--- src/rtl/core/sbpd_pkg.sv ---
// shared types and constants of the servo bus packet deframer
package sbpd_pkg;

  // status codes of a result
  localparam logic [2:0] ST_OK       = 3'd0;
  localparam logic [2:0] ST_TOO_LONG = 3'd1;
  localparam logic [2:0] ST_TOO_SHORT = 3'd2;
  localparam logic [2:0] ST_MISMATCH = 3'd3;
  localparam logic [2:0] ST_BAD_SUM  = 3'd4;
  localparam logic [2:0] ST_TIMEOUT  = 3'd5;

  // input item kinds
  localparam logic KIND_BYTE    = 1'b0;
  localparam logic KIND_TIMEOUT = 1'b1;

  // configuration register indexes
  localparam logic CFG_EXP_ID  = 1'b0;
  localparam logic CFG_EXP_CMD = 1'b1;

  // packet layout
  localparam logic [7:0] HEADER_BYTE = 8'h55;
  localparam int POS_ID  = 2;
  localparam int POS_LEN = 3;
  localparam int POS_CMD = 4;
  localparam int POS_PAR = 5;
  localparam logic [7:0] LEN_MIN = 8'd3;

  // controller to datapath commands
  typedef struct packed {
    logic accept;      // input transaction this cycle
    logic advance;     // parameter result taken, step to the next
    logic show_param;  // output carries a parameter result
  } sbpd_cmd_t;

  // datapath to controller status
  typedef struct packed {
    logic verdict;     // accepted item produces a single status result
    logic params;      // accepted item completes a good packet with parameters
    logic last_param;  // current parameter is the final one
  } sbpd_stat_t;

endpackage

--- src/rtl/core/sbpd_ram.sv ---
// generic simple dual port ram with registered read
module sbpd_ram #(
  parameter int WIDTH = 8,
  parameter int DEPTH = 16
) (
  input  logic                     clk,
  input  logic                     we,
  input  logic [$clog2(DEPTH)-1:0] waddr,
  input  logic [WIDTH-1:0]         wdata,
  input  logic [$clog2(DEPTH)-1:0] raddr,
  output logic [WIDTH-1:0]         rdata
);

  logic [WIDTH-1:0] mem [DEPTH];

  // write port and registered read port
  always_ff @(posedge clk) begin
    if (we) begin
      mem[waddr] <= wdata;
    end
    rdata <= mem[raddr];
  end

endmodule

--- src/rtl/core/sbpd_dp.sv ---
// datapath: header hunt, packet fields, checksum, parameter store, result fields
module sbpd_dp
  import sbpd_pkg::*;
#(
  parameter int BUFFER_BYTES = 16
) (
  input  logic        clk,
  input  logic        rst_n,
  input  sbpd_cmd_t   cmd,
  output sbpd_stat_t  stat,
  input  logic        in_kind,
  input  logic [7:0]  in_byte,
  input  logic        cfg_we,
  input  logic        cfg_index,
  input  logic [7:0]  cfg_data,
  output logic [2:0]  res_status,
  output logic        res_param_valid,
  output logic [7:0]  res_param_byte,
  output logic [3:0]  res_param_index,
  output logic [3:0]  res_param_count,
  output logic        res_last
);

  localparam int AW = $clog2(BUFFER_BYTES);
  localparam int FW = $clog2(BUFFER_BYTES + 1);

  logic [FW-1:0] fill_r, fill_nxt;
  logic [7:0]    sum_r, sum_nxt;
  logic [7:0]    id_r, id_nxt;
  logic [7:0]    len_r, len_nxt;
  logic [7:0]    cmdb_r, cmdb_nxt;
  logic [2:0]    status_r, status_nxt;
  logic [AW-1:0] cnt_r, cnt_nxt;
  logic [AW-1:0] idx_r, idx_nxt;
  logic [7:0]    exp_id_r, exp_cmd_r;
  logic          verdict, params, wr_en;
  logic [7:0]    rd_byte;
  logic [8:0]    pos9;

  assign pos9 = 9'(fill_r);

  // configuration registers
  always_ff @(posedge clk) begin
    if (!rst_n) begin
      exp_id_r  <= '0;
      exp_cmd_r <= '0;
    end else if (cfg_we) begin
      unique case (cfg_index)
        CFG_EXP_ID:  exp_id_r  <= cfg_data;
        CFG_EXP_CMD: exp_cmd_r <= cfg_data;
        default:     exp_id_r  <= exp_id_r;
      endcase
    end
  end

  // per-byte packet logic
  always_comb begin
    fill_nxt   = fill_r;
    sum_nxt    = sum_r;
    id_nxt     = id_r;
    len_nxt    = len_r;
    cmdb_nxt   = cmdb_r;
    status_nxt = status_r;
    cnt_nxt    = cnt_r;
    idx_nxt    = idx_r;
    verdict    = 1'b0;
    params     = 1'b0;
    wr_en      = 1'b0;
    if (cmd.accept) begin
      if (in_kind == KIND_TIMEOUT) begin
        verdict    = 1'b1;
        status_nxt = ST_TIMEOUT;
      end else if (fill_r == '0) begin
        if (in_byte == HEADER_BYTE) begin
          fill_nxt = FW'(1);
        end
      end else if (fill_r == FW'(1)) begin
        fill_nxt = (in_byte == HEADER_BYTE) ? FW'(2) : '0;
      end else begin
        wr_en    = 1'b1;
        fill_nxt = fill_r + FW'(1);
        if (fill_r == FW'(POS_ID)) begin
          id_nxt  = in_byte;
          sum_nxt = sum_r + in_byte;
        end else if (fill_r == FW'(POS_LEN)) begin
          len_nxt = in_byte;
          if ({1'b0, in_byte} + 9'd3 > 9'(BUFFER_BYTES)) begin
            verdict    = 1'b1;
            status_nxt = ST_TOO_LONG;
          end else if (in_byte < LEN_MIN) begin
            verdict    = 1'b1;
            status_nxt = ST_TOO_SHORT;
          end else begin
            sum_nxt = sum_r + in_byte;
          end
        end else if (pos9 != {1'b0, len_r} + 9'd2) begin
          // command or parameter byte
          if (fill_r == FW'(POS_CMD)) begin
            cmdb_nxt = in_byte;
          end
          sum_nxt = sum_r + in_byte;
        end else begin
          // checksum byte closes the packet
          if (id_r != exp_id_r || cmdb_r != exp_cmd_r) begin
            verdict    = 1'b1;
            status_nxt = ST_MISMATCH;
          end else if (~sum_r != in_byte) begin
            verdict    = 1'b1;
            status_nxt = ST_BAD_SUM;
          end else if (len_r == LEN_MIN) begin
            verdict    = 1'b1;
            status_nxt = ST_OK;
          end else begin
            params  = 1'b1;
            cnt_nxt = AW'(len_r - LEN_MIN);
            idx_nxt = '0;
          end
        end
      end
      if (verdict || params) begin
        fill_nxt = '0;
        sum_nxt  = '0;
      end
    end
    if (cmd.advance) begin
      idx_nxt = idx_r + AW'(1);
    end
  end

  // control registers
  always_ff @(posedge clk) begin
    if (!rst_n) begin
      fill_r <= '0;
      sum_r  <= '0;
    end else begin
      fill_r <= fill_nxt;
      sum_r  <= sum_nxt;
    end
  end

  // payload registers
  always_ff @(posedge clk) begin
    id_r     <= id_nxt;
    len_r    <= len_nxt;
    cmdb_r   <= cmdb_nxt;
    status_r <= status_nxt;
    cnt_r    <= cnt_nxt;
    idx_r    <= idx_nxt;
  end

  // parameter byte store
  sbpd_ram #(
    .WIDTH(8),
    .DEPTH(BUFFER_BYTES)
  ) u_store (
    .clk  (clk),
    .we   (wr_en),
    .waddr(fill_r[AW-1:0]),
    .wdata(in_byte),
    .raddr(AW'(POS_PAR) + idx_r),
    .rdata(rd_byte)
  );

  // status back to the controller
  assign stat.verdict    = verdict;
  assign stat.params     = params;
  assign stat.last_param = (idx_r + AW'(1) == cnt_r);

  // result fields
  assign res_status      = cmd.show_param ? ST_OK : status_r;
  assign res_param_valid = cmd.show_param;
  assign res_param_byte  = cmd.show_param ? rd_byte : 8'd0;
  assign res_param_index = cmd.show_param ? 4'(idx_r) : 4'd0;
  assign res_param_count = cmd.show_param ? 4'(cnt_r) : 4'd0;
  assign res_last        = cmd.show_param ? stat.last_param : 1'b1;

endmodule

--- src/rtl/core/sbpd_ctrl.sv ---
// controller: input acceptance and result sequencing
module sbpd_ctrl
  import sbpd_pkg::*;
(
  input  logic       clk,
  input  logic       rst_n,
  input  logic       in_tvalid,
  output logic       in_tready,
  output logic       out_tvalid,
  input  logic       out_tready,
  output sbpd_cmd_t  cmd,
  input  sbpd_stat_t stat
);

  localparam logic [1:0] S_IDLE = 2'd0;
  localparam logic [1:0] S_STAT = 2'd1;
  localparam logic [1:0] S_RD   = 2'd2;
  localparam logic [1:0] S_PAR  = 2'd3;

  logic [1:0] state_r, state_nxt;

  // handshakes and commands
  assign in_tready      = (state_r == S_IDLE);
  assign out_tvalid     = (state_r == S_STAT) || (state_r == S_PAR);
  assign cmd.accept     = in_tvalid && (state_r == S_IDLE);
  assign cmd.advance    = (state_r == S_PAR) && out_tready && !stat.last_param;
  assign cmd.show_param = (state_r == S_PAR);

  // next state
  always_comb begin
    state_nxt = state_r;
    unique case (state_r)
      S_IDLE: begin
        if (cmd.accept && stat.verdict) begin
          state_nxt = S_STAT;
        end else if (cmd.accept && stat.params) begin
          state_nxt = S_RD;
        end
      end
      S_STAT: begin
        if (out_tready) state_nxt = S_IDLE;
      end
      S_RD: begin
        state_nxt = S_PAR;
      end
      S_PAR: begin
        if (out_tready) state_nxt = stat.last_param ? S_IDLE : S_RD;
      end
      default: state_nxt = S_IDLE;
    endcase
  end

  always_ff @(posedge clk) begin
    if (!rst_n) begin
      state_r <= S_IDLE;
    end else begin
      state_r <= state_nxt;
    end
  end

  // an item that ends in a status result (failing, timed out or a good packet without parameters) shows it next
  a_verdict_shows: assert property (@(posedge clk) disable iff (!rst_n)
    cmd.accept && stat.verdict |=> state_r == S_STAT)
    else $error("status result not raised after verdict");

  // a good packet with parameters starts with a store read
  a_params_read: assert property (@(posedge clk) disable iff (!rst_n)
    cmd.accept && stat.params |=> state_r == S_RD)
    else $error("parameter read not started");

  // taking the final parameter frees the input side
  a_last_idle: assert property (@(posedge clk) disable iff (!rst_n)
    state_r == S_PAR && out_tready && stat.last_param |=> in_tready)
    else $error("input not ready after final parameter");

endmodule

--- src/rtl/core/servo_bus_packet_deframer_unit.sv ---
// top level of the servo bus packet deframer
//
//  channel  direction  transaction fields
//  in_      slave      tuser: kind; tdata: rx_byte
//  out_     master     tuser: param_valid; tlast: last;
//                      tdata: status, param_byte, param_index, param_count
//  cfg_     slave      cfg_index: register index; cfg_data: value
//
// a byte that gives no result leaves in_tready high
// an item that ends in a status result holds the input until that result is taken
// a good packet with parameters emits them one at a time; the store's
// registered read precedes every parameter result
// synchronous active low reset clears the header hunt, checksum, controller state and configuration registers;
// the parameter store is not cleared
// configuration writes are always taken (cfg_ready is tied high)
module servo_bus_packet_deframer_unit
  import sbpd_pkg::*;
#(
  parameter int BUFFER_BYTES = 16
) (
  input  logic        clk,
  input  logic        rst_n,
  input  logic        in_tvalid,
  output logic        in_tready,
  input  logic [7:0]  in_tdata,   // [7:0] rx_byte
  input  logic        in_tuser,   // [0] kind
  output logic        out_tvalid,
  input  logic        out_tready,
  output logic [23:0] out_tdata,  // [2:0] status, [10:3] param_byte,
                                  // [14:11] param_index, [18:15] param_count,
                                  // [23:19] zero
  output logic        out_tuser,  // [0] param_valid
  output logic        out_tlast,
  input  logic        cfg_valid,
  output logic        cfg_ready,
  input  logic        cfg_index,
  input  logic [7:0]  cfg_data
);

  sbpd_cmd_t  cmd;
  sbpd_stat_t stat;
  logic [2:0] res_status;
  logic [7:0] res_param_byte;
  logic [3:0] res_param_index;
  logic [3:0] res_param_count;

  assign cfg_ready = 1'b1;

  // controller
  sbpd_ctrl u_ctrl (
    .clk       (clk),
    .rst_n     (rst_n),
    .in_tvalid (in_tvalid),
    .in_tready (in_tready),
    .out_tvalid(out_tvalid),
    .out_tready(out_tready),
    .cmd       (cmd),
    .stat      (stat)
  );

  // datapath
  sbpd_dp #(
    .BUFFER_BYTES(BUFFER_BYTES)
  ) u_dp (
    .clk            (clk),
    .rst_n          (rst_n),
    .cmd            (cmd),
    .stat           (stat),
    .in_kind        (in_tuser),
    .in_byte        (in_tdata),
    .cfg_we         (cfg_valid && cfg_ready),
    .cfg_index      (cfg_index),
    .cfg_data       (cfg_data),
    .res_status     (res_status),
    .res_param_valid(out_tuser),
    .res_param_byte (res_param_byte),
    .res_param_index(res_param_index),
    .res_param_count(res_param_count),
    .res_last       (out_tlast)
  );

  // result packing
  assign out_tdata = {5'd0, res_param_count, res_param_index, res_param_byte, res_status};

endmodule
--- config.mk ---
export PLATFORM = sky130hd
export DESIGN_NAME = servo_bus_packet_deframer_unit
export DESIGN_NICKNAME = d
export VERILOG_FILES = /design/src/rtl/core/sbpd_pkg.sv /design/src/rtl/core/sbpd_ram.sv /design/src/rtl/core/sbpd_dp.sv /design/src/rtl/core/sbpd_ctrl.sv /design/src/rtl/core/servo_bus_packet_deframer_unit.sv
export SDC_FILE = /design/constraint.sdc
export NUM_CORES = 1
export LEC_CHECK = 0
export BUFFER_PORTS_ARGS = -buffer_cell sky130_fd_sc_hd__buf_2
export CELL_PAD_IN_SITES_DETAIL_PLACEMENT = 1
export CELL_PAD_IN_SITES_GLOBAL_PLACEMENT = 2
export CORE_MARGIN = 5
export CORE_UTILIZATION = 30
export CTS_CLUSTER_SIZE = 25
export DETAILED_ROUTE_END_ITERATION = 7
export PLACE_DENSITY_LB_ADDON = 0.12
export SYNTH_ARGS = -nofsm -noshare
export SYNTH_HDL_FRONTEND = slang
export SYNTH_SLANG_ARGS = --single-unit
--- constraint.sdc ---
create_clock -name clk -period 3.7 [get_ports clk]
set_clock_uncertainty 0.1 [all_clocks]
set_input_delay 0.925 -clock clk [delete_from_list [all_inputs] [get_ports clk]]
set_output_delay 0.925 -clock clk [all_outputs]
set_load 0.01 [all_outputs]
* Word level (Yosys, flattened, before mapping)
Memories as Yosys holds them, arrays and structs flattened. A register that Yosys moved wholly into a read port is not among the register bits.
Cells that the tools add are included.
** Word-level totals
- RAM bits :: 128
- Input port bits :: 23
- ROM bits :: 0
- Latch bits :: 0
- Memories :: 1
- Logic and storage cells :: 171
- Output and inout port bits :: 29
- Register bits :: 66
** Memory list
- u_dp.u_store.mem :: words 16, bits a word 8, rd ports 1, clocked after Yosys merged registers in 1, wr ports 1, line sbpd_ram.sv:14 : logic [WIDTH-1:0] mem [DEPTH];
** Cells by class
- Reduce and logical (&&, ||, !) cells :: 25
- Eq/ne operators :: 37
- Order comparisons :: 2
- Multiplexer cells :: 77
- Shift operators :: 0
- $add $sub $neg :: 7
- Bitwise gates (word level) :: 11
- Div/mod/pow operators :: 0
- Multipliers :: 0
** Operators with widths (number)
- $mux 8 :: 10
- $mux 4 :: 13
- $mux 3 :: 11
- $mux 1 :: 31
- $ne 2x2->1 const B :: 15
- $mux 5 :: 5
- $ne 8x8->1 :: 3
- $reduce_and 10->1 :: 2
- $add 8x2->9 const B :: 2
- $reduce_and 7->1 :: 2
- $mux 2 :: 6
- $eq 5x2->1 const B :: 2
- $not 1->1 :: 10
- $gt 9x5->1 const B :: 1
- $ne 5x9->1 :: 1
- $add 8x8->8 :: 1
- $eq 8x2->1 const B :: 1
- $eq 8x7->1 const B :: 1
- $lt 8x2->1 const B :: 1
- $ne 4x3->1 const B :: 2
- $not 8->8 :: 1
- $pmux 2 s4 :: 1
- $reduce_and 8->1 :: 1
- $reduce_and 3->1 :: 2
- other kinds (25) :: 34

* Depth between registers and ports, before layout
- Depth in word-level cells :: 16
- Mapped depth :: 10
- Mapped depth without buffers :: 9

* Cells and area by module
Synthesis repeated with hierarchy kept, for this count alone.
** Second synthesis, totals
- Cells, all modules :: 613
- Area, all modules :: 8839.7 sq um
** By module, submodules not included
- sbpd_ram :: times used 1, cells each 229, seq. area each 4003.8 sq um, area each 5147.4 sq um
- sbpd_dp :: times used 1, cells each 362, seq. area each 1631.6 sq um, area each 3525.9 sq um
- sbpd_ctrl :: times used 1, cells each 14, seq. area each 40.0 sq um, area each 113.9 sq um
- servo_bus_packet_deframer_unit :: times used 1, cells each 8, seq. area each 0.0 sq um, area each 52.6 sq um

* Worst setup path after synthesis
Ideal clock, no wire load.
- Kind :: input-to-reg
- Start :: input in_tvalid
- End :: register u_dp.cmdb_r[0], enable pin
- Path buffers :: 1
- Path slack :: 0.605 ns
- Data required time :: 3.205 ns
- Stages :: 6
- Arrival time :: 2.600 ns
- Setup time :: 0.395 ns
- Cell sequence :: and2_1 -> clkbuf_1 -> nand2_1 -> nor2_1 -> nand2_1 -> nor4_1
** On the way
- Cells in the longest elaborated chain, start to end :: 2
** Ends and longest elaborated chain
- start, declared :: line servo_bus_packet_deframer_unit.sv:23 : input logic in_tvalid,
- $logic_and 1x1->1 :: line sbpd_ctrl.sv:25 : assign cmd.accept = in_tvalid && (state_r == S_IDLE);
- $reduce_and 8->1 (no source line)
- end signal, assigned :: line sbpd_dp.sv:145 : cmdb_r <= cmdb_nxt;
- end, declared :: line sbpd_dp.sv:31 : logic [7:0] cmdb_r, cmdb_nxt;
No other way between the ends.
A chain may end at the register's enable or synchronous reset.

* Worst setup path in the final report
- Start :: register u_dp.idx_r[0]
- End :: output out_tlast
** On the way
- Cells in the longest elaborated chain, start to end :: 3
** Ends and longest elaborated chain
- start, declared :: line sbpd_dp.sv:34 : logic [AW-1:0] idx_r, idx_nxt;
- start signal, assigned :: line sbpd_dp.sv:148 : idx_r <= idx_nxt;
- $add 4x1->4 :: line sbpd_dp.sv:167 : assign stat.last_param = (idx_r + AW'(1) == cnt_r);
- $eq 4x4->1 :: line sbpd_dp.sv:167
- $mux 1 :: line sbpd_dp.sv:175 : assign res_last = cmd.show_param ? stat.last_param : 1'b1;
- end, declared :: line servo_bus_packet_deframer_unit.sv:33 : output logic out_tlast,
No other way between the ends.

==> impl_metrics.json <==
{
  "cts_made_buffers": 23,
  "drc": 0,
  "wl_um": 23700,
  "clockBufferDepth": 3,
  "synth_cells": 577,
  "routedWlPerCell_um": 22.31,
  "seq_area_frac_synth_pct": 65.43,
  "hpwlAfterDp_um": 16730,
  "maxSlewHeadroom_pct": 55.04,
  "min_period_over_period_pct": 84.59,
  "swShare_pct": 21.48,
  "hold_violations": 0,
  "max_stage_delay_ns": 0.43,
  "grt_max_degree": 24,
  "drtPass1Iterations": 4,
  "layout.cells.non_filler": 1062,
  "gr-total-overflow": 0,
  "cts.sinks": 202,
  "end_kind": "output pin",
  "hold_depth": 2,
  "io_buffers": 45,
  "total_power_uw": 4846,
  "ir_drop_uv": 298.8,
  "period_minus_slack_ns": 3.130,
  "grt_util_all_layers_pct": 14.55,
  "initial_core_util_pct": 30.30,
  "yosys.area.top_type": "edfxtp_1",
  "worstSkewPairLatency_ns": 0.52,
  "cts_tree": "built",
  "ys_ff_latch": 202,
  "dieArea_um2": 32420,
  "crit_family": "flip-flops",
  "htreeDepth": 1,
  "rows": 62,
  "nets": 700,
  "worst-path-stages": 6,
  "cp_max_fo": 13,
  "reg2regPathDepth": 8,
  "cap_violations": 0,
  "async_flop_share_pct": 0,
  "cts-hold-fix-buffers": 0,
  "first_global_vias": 5648,
  "ys_warn_count": 0,
  "clkPwrFrac_pct": 45.2,
  "switching_power_uw": 1041,
  "root_buffer": "clkbuf_16",
  "via_count": 5105,
  "syn_area_um2": 8675,
  "start_kind": "flop",
  "power-per-cell-area_nw_per_um2": 471.1,
  "post_cts_buffers": 0,
  "cts.repair.resized": 0,
  "outcome": "finished, final reports clean",
  "core-area_um2": 28630,
  "p_int_uw": 3805,
  "vias_per_cell": 4.807,
  "seqPwrFrac_pct": 51.2,
  "antenna_left": 0,
  "synth_edf_count": 163,
  "grt_pass1_wl_um": 36110,
  "die_x_um": 180.0,
  "fill_cells": 2960,
  "ys_top_cells_by_area": "edfxtp_1 (56%), mux4_2 (10%), dfxtp_1 (9.0%)",
  "clock.fmax_mhz": 319.5,
  "p_leak_uw": 0.003711,
  "crit_arrival_ns": 2.10,
  "ios": 52,
  "post-place-ws_ns": 0.5086,
  "antenna_found_initial": 0,
  "drv_slew": 0,
  "dp_cells": 1020,
  "synth_cell_types": 55,
  "finalWorstSetupSlack_ns": 0.5703,
  "diodes": 0,
  "routabilityCongestion": 0.7582,
  "combPwrFrac_pct": 3.6,
  "drive_above_1_share_pct": 25.52,
  "crit_type": "flop to output pin",
  "netlist.area_leader.share_pct": 56.43,
  "clkSlewWorstSetupHoldPaths_ns": 0.06,
  "fin_util_pct": 35.94,
  "crit_buf_inv": 2,
  "worstHoldPathType": "flop to flop",
  "area_growth_pct": 18.59,
  "die_y_um": 180.0,
  "setup_viol": 0,
  "tightest_slew_ns": 0.6735,
  "ys.flop_type": "edfxtp_1",
  "cp_slowest_cell": "edfxtp_1",
  "crit_chain": "ha_1 -> buf_4 -> xnor2_1 -> nand4_1 -> nand2_1 -> buf_2",
  "setup_tns_ns": 0,
  "syn_avg_cell_area_um2": 15.03,
  "reg2reg_slack_ns": 0.74,
  "drt_iter0_markers": 242,
  "rsz0062_at_grt": "false",
  "cp.required_ns": 2.67
}
[synthesized netlist by cell type (4+ instances only)]
master / count
a21o_1: 4
a21oi_1: 24
and2_1: 5
and3_1: 19
buf_4: 6
clkbuf_1: 20
dfxtp_1: 39
edfxtp_1: 163
ha_1: 15
inv_1: 12
mux2i_1: 8
mux4_2: 40
nand2_1: 40
nand3_1: 21
nand4_1: 7
nor2_1: 36
nor3_1: 12
nor4_1: 9
o21ai_0: 6
o21bai_1: 4
or3_1: 5
xnor2_1: 14
xor2_1: 22
[cell type report]
cell class	instances	area, um2	share of cell area, %
well taps	384	480.5	4.670
multi-input cells	334	2811	27.33
clock inverters	12	98.84	0.9608
flip-flops and latches	202	5675	55.17
inverters	13	48.80	0.4743
repair buffers	87	540.5	5.254
clock buffers	30	631.9	6.142
[placed cells by master, fill, tap and decap left out, types with 12 or more instances in the layout]
master	Yosys	layout
buf_4	6	42
inv_1	12	12
ha_1	15	15
nand3_1	21	21
edfxtp_1	163	163
xnor2_1	14	14
a21oi_1	24	24
nor2_1	36	36
nand2_1	40	40
mux4_2	40	40
clkbuf_16	0	23
and3_1	19	19
dfxtp_1	39	39
nor3_1	12	12
buf_2	2	45
xor2_1	22	22
[power groups by stage]
stage                     clock, uW  combinational, uW  sequential, uW
after global placement            0                176            2530
after CTS                      2260                181            2480
after detailed placement          0                180            2530
after floorplan                   0               95.7            2520
after global routing           2350                197            2480
final                          2190                175            2480
[per-layer routing]
layer / track usage, % / routed length (um)
met2: 25.06 / 11720
met1: 19.16 / 10570
met5: 0 / 0
met4: 3.448 / 560
met3: 2.725 / 848
[worst min-delay path: stages, from the launching register on]
cell and delay (ns):
dfxtp_1 0.31, nand2_1 0.05, a21oi_1 0.05
[metrics by stage]
step           cell area (um2)  hold WS, ns
3_3_place_gp              9557       0.3425
5_1_grt                  10290       0.3780
2_1_floorplan             8690       0.3356
4_1_cts                  10290       0.3659
6_report                 10290       0.3608
3_5_place_dp              9557       0.3584
[final timing paths]
check,startpoint,endpoint
worst max-delay path,u_dp.idx_r[0],out_tlast
worst min-delay path,u_dp.sum_r[4],u_dp.sum_r[4]
worst max register to register,u_dp.fill_r[0],u_dp.u_store.mem[13][4]
worst min register to register,u_dp.sum_r[4],u_dp.sum_r[4]
[kinds of logic after synthesis]
| family | count (synthesis) | synth area share (%) |
|---|---|---|
| compound gates | 62 | 5.005 |
| xor+xnor | 37 | 3.822 |
| fa+ha+maj | 16 | 2.394 |
| buf+inv | 45 | 2.409 |
| flops | 202 | 65.43 |
| mux | 48 | 11.31 |
| other cells | 2 | 0.08657 |
| simple gates | 165 | 9.549 |
[sequential cells by signal, indices dropped and copies added (netlist names)]
register / count
u_ctrl.state_r: 2
u_dp.fill_r: 5
u_dp.exp_id_r: 8
u_dp.id_r: 8
u_dp.u_store.mem: 128
u_dp.status_r: 3
u_dp.idx_r: 4
u_dp.sum_r: 8
u_dp.cmdb_r: 8
u_dp.exp_cmd_r: 8
u_dp.u_store.rdata: 8
u_dp.len_r: 8
u_dp.cnt_r: 4
(Power assumes the default switching activity.)
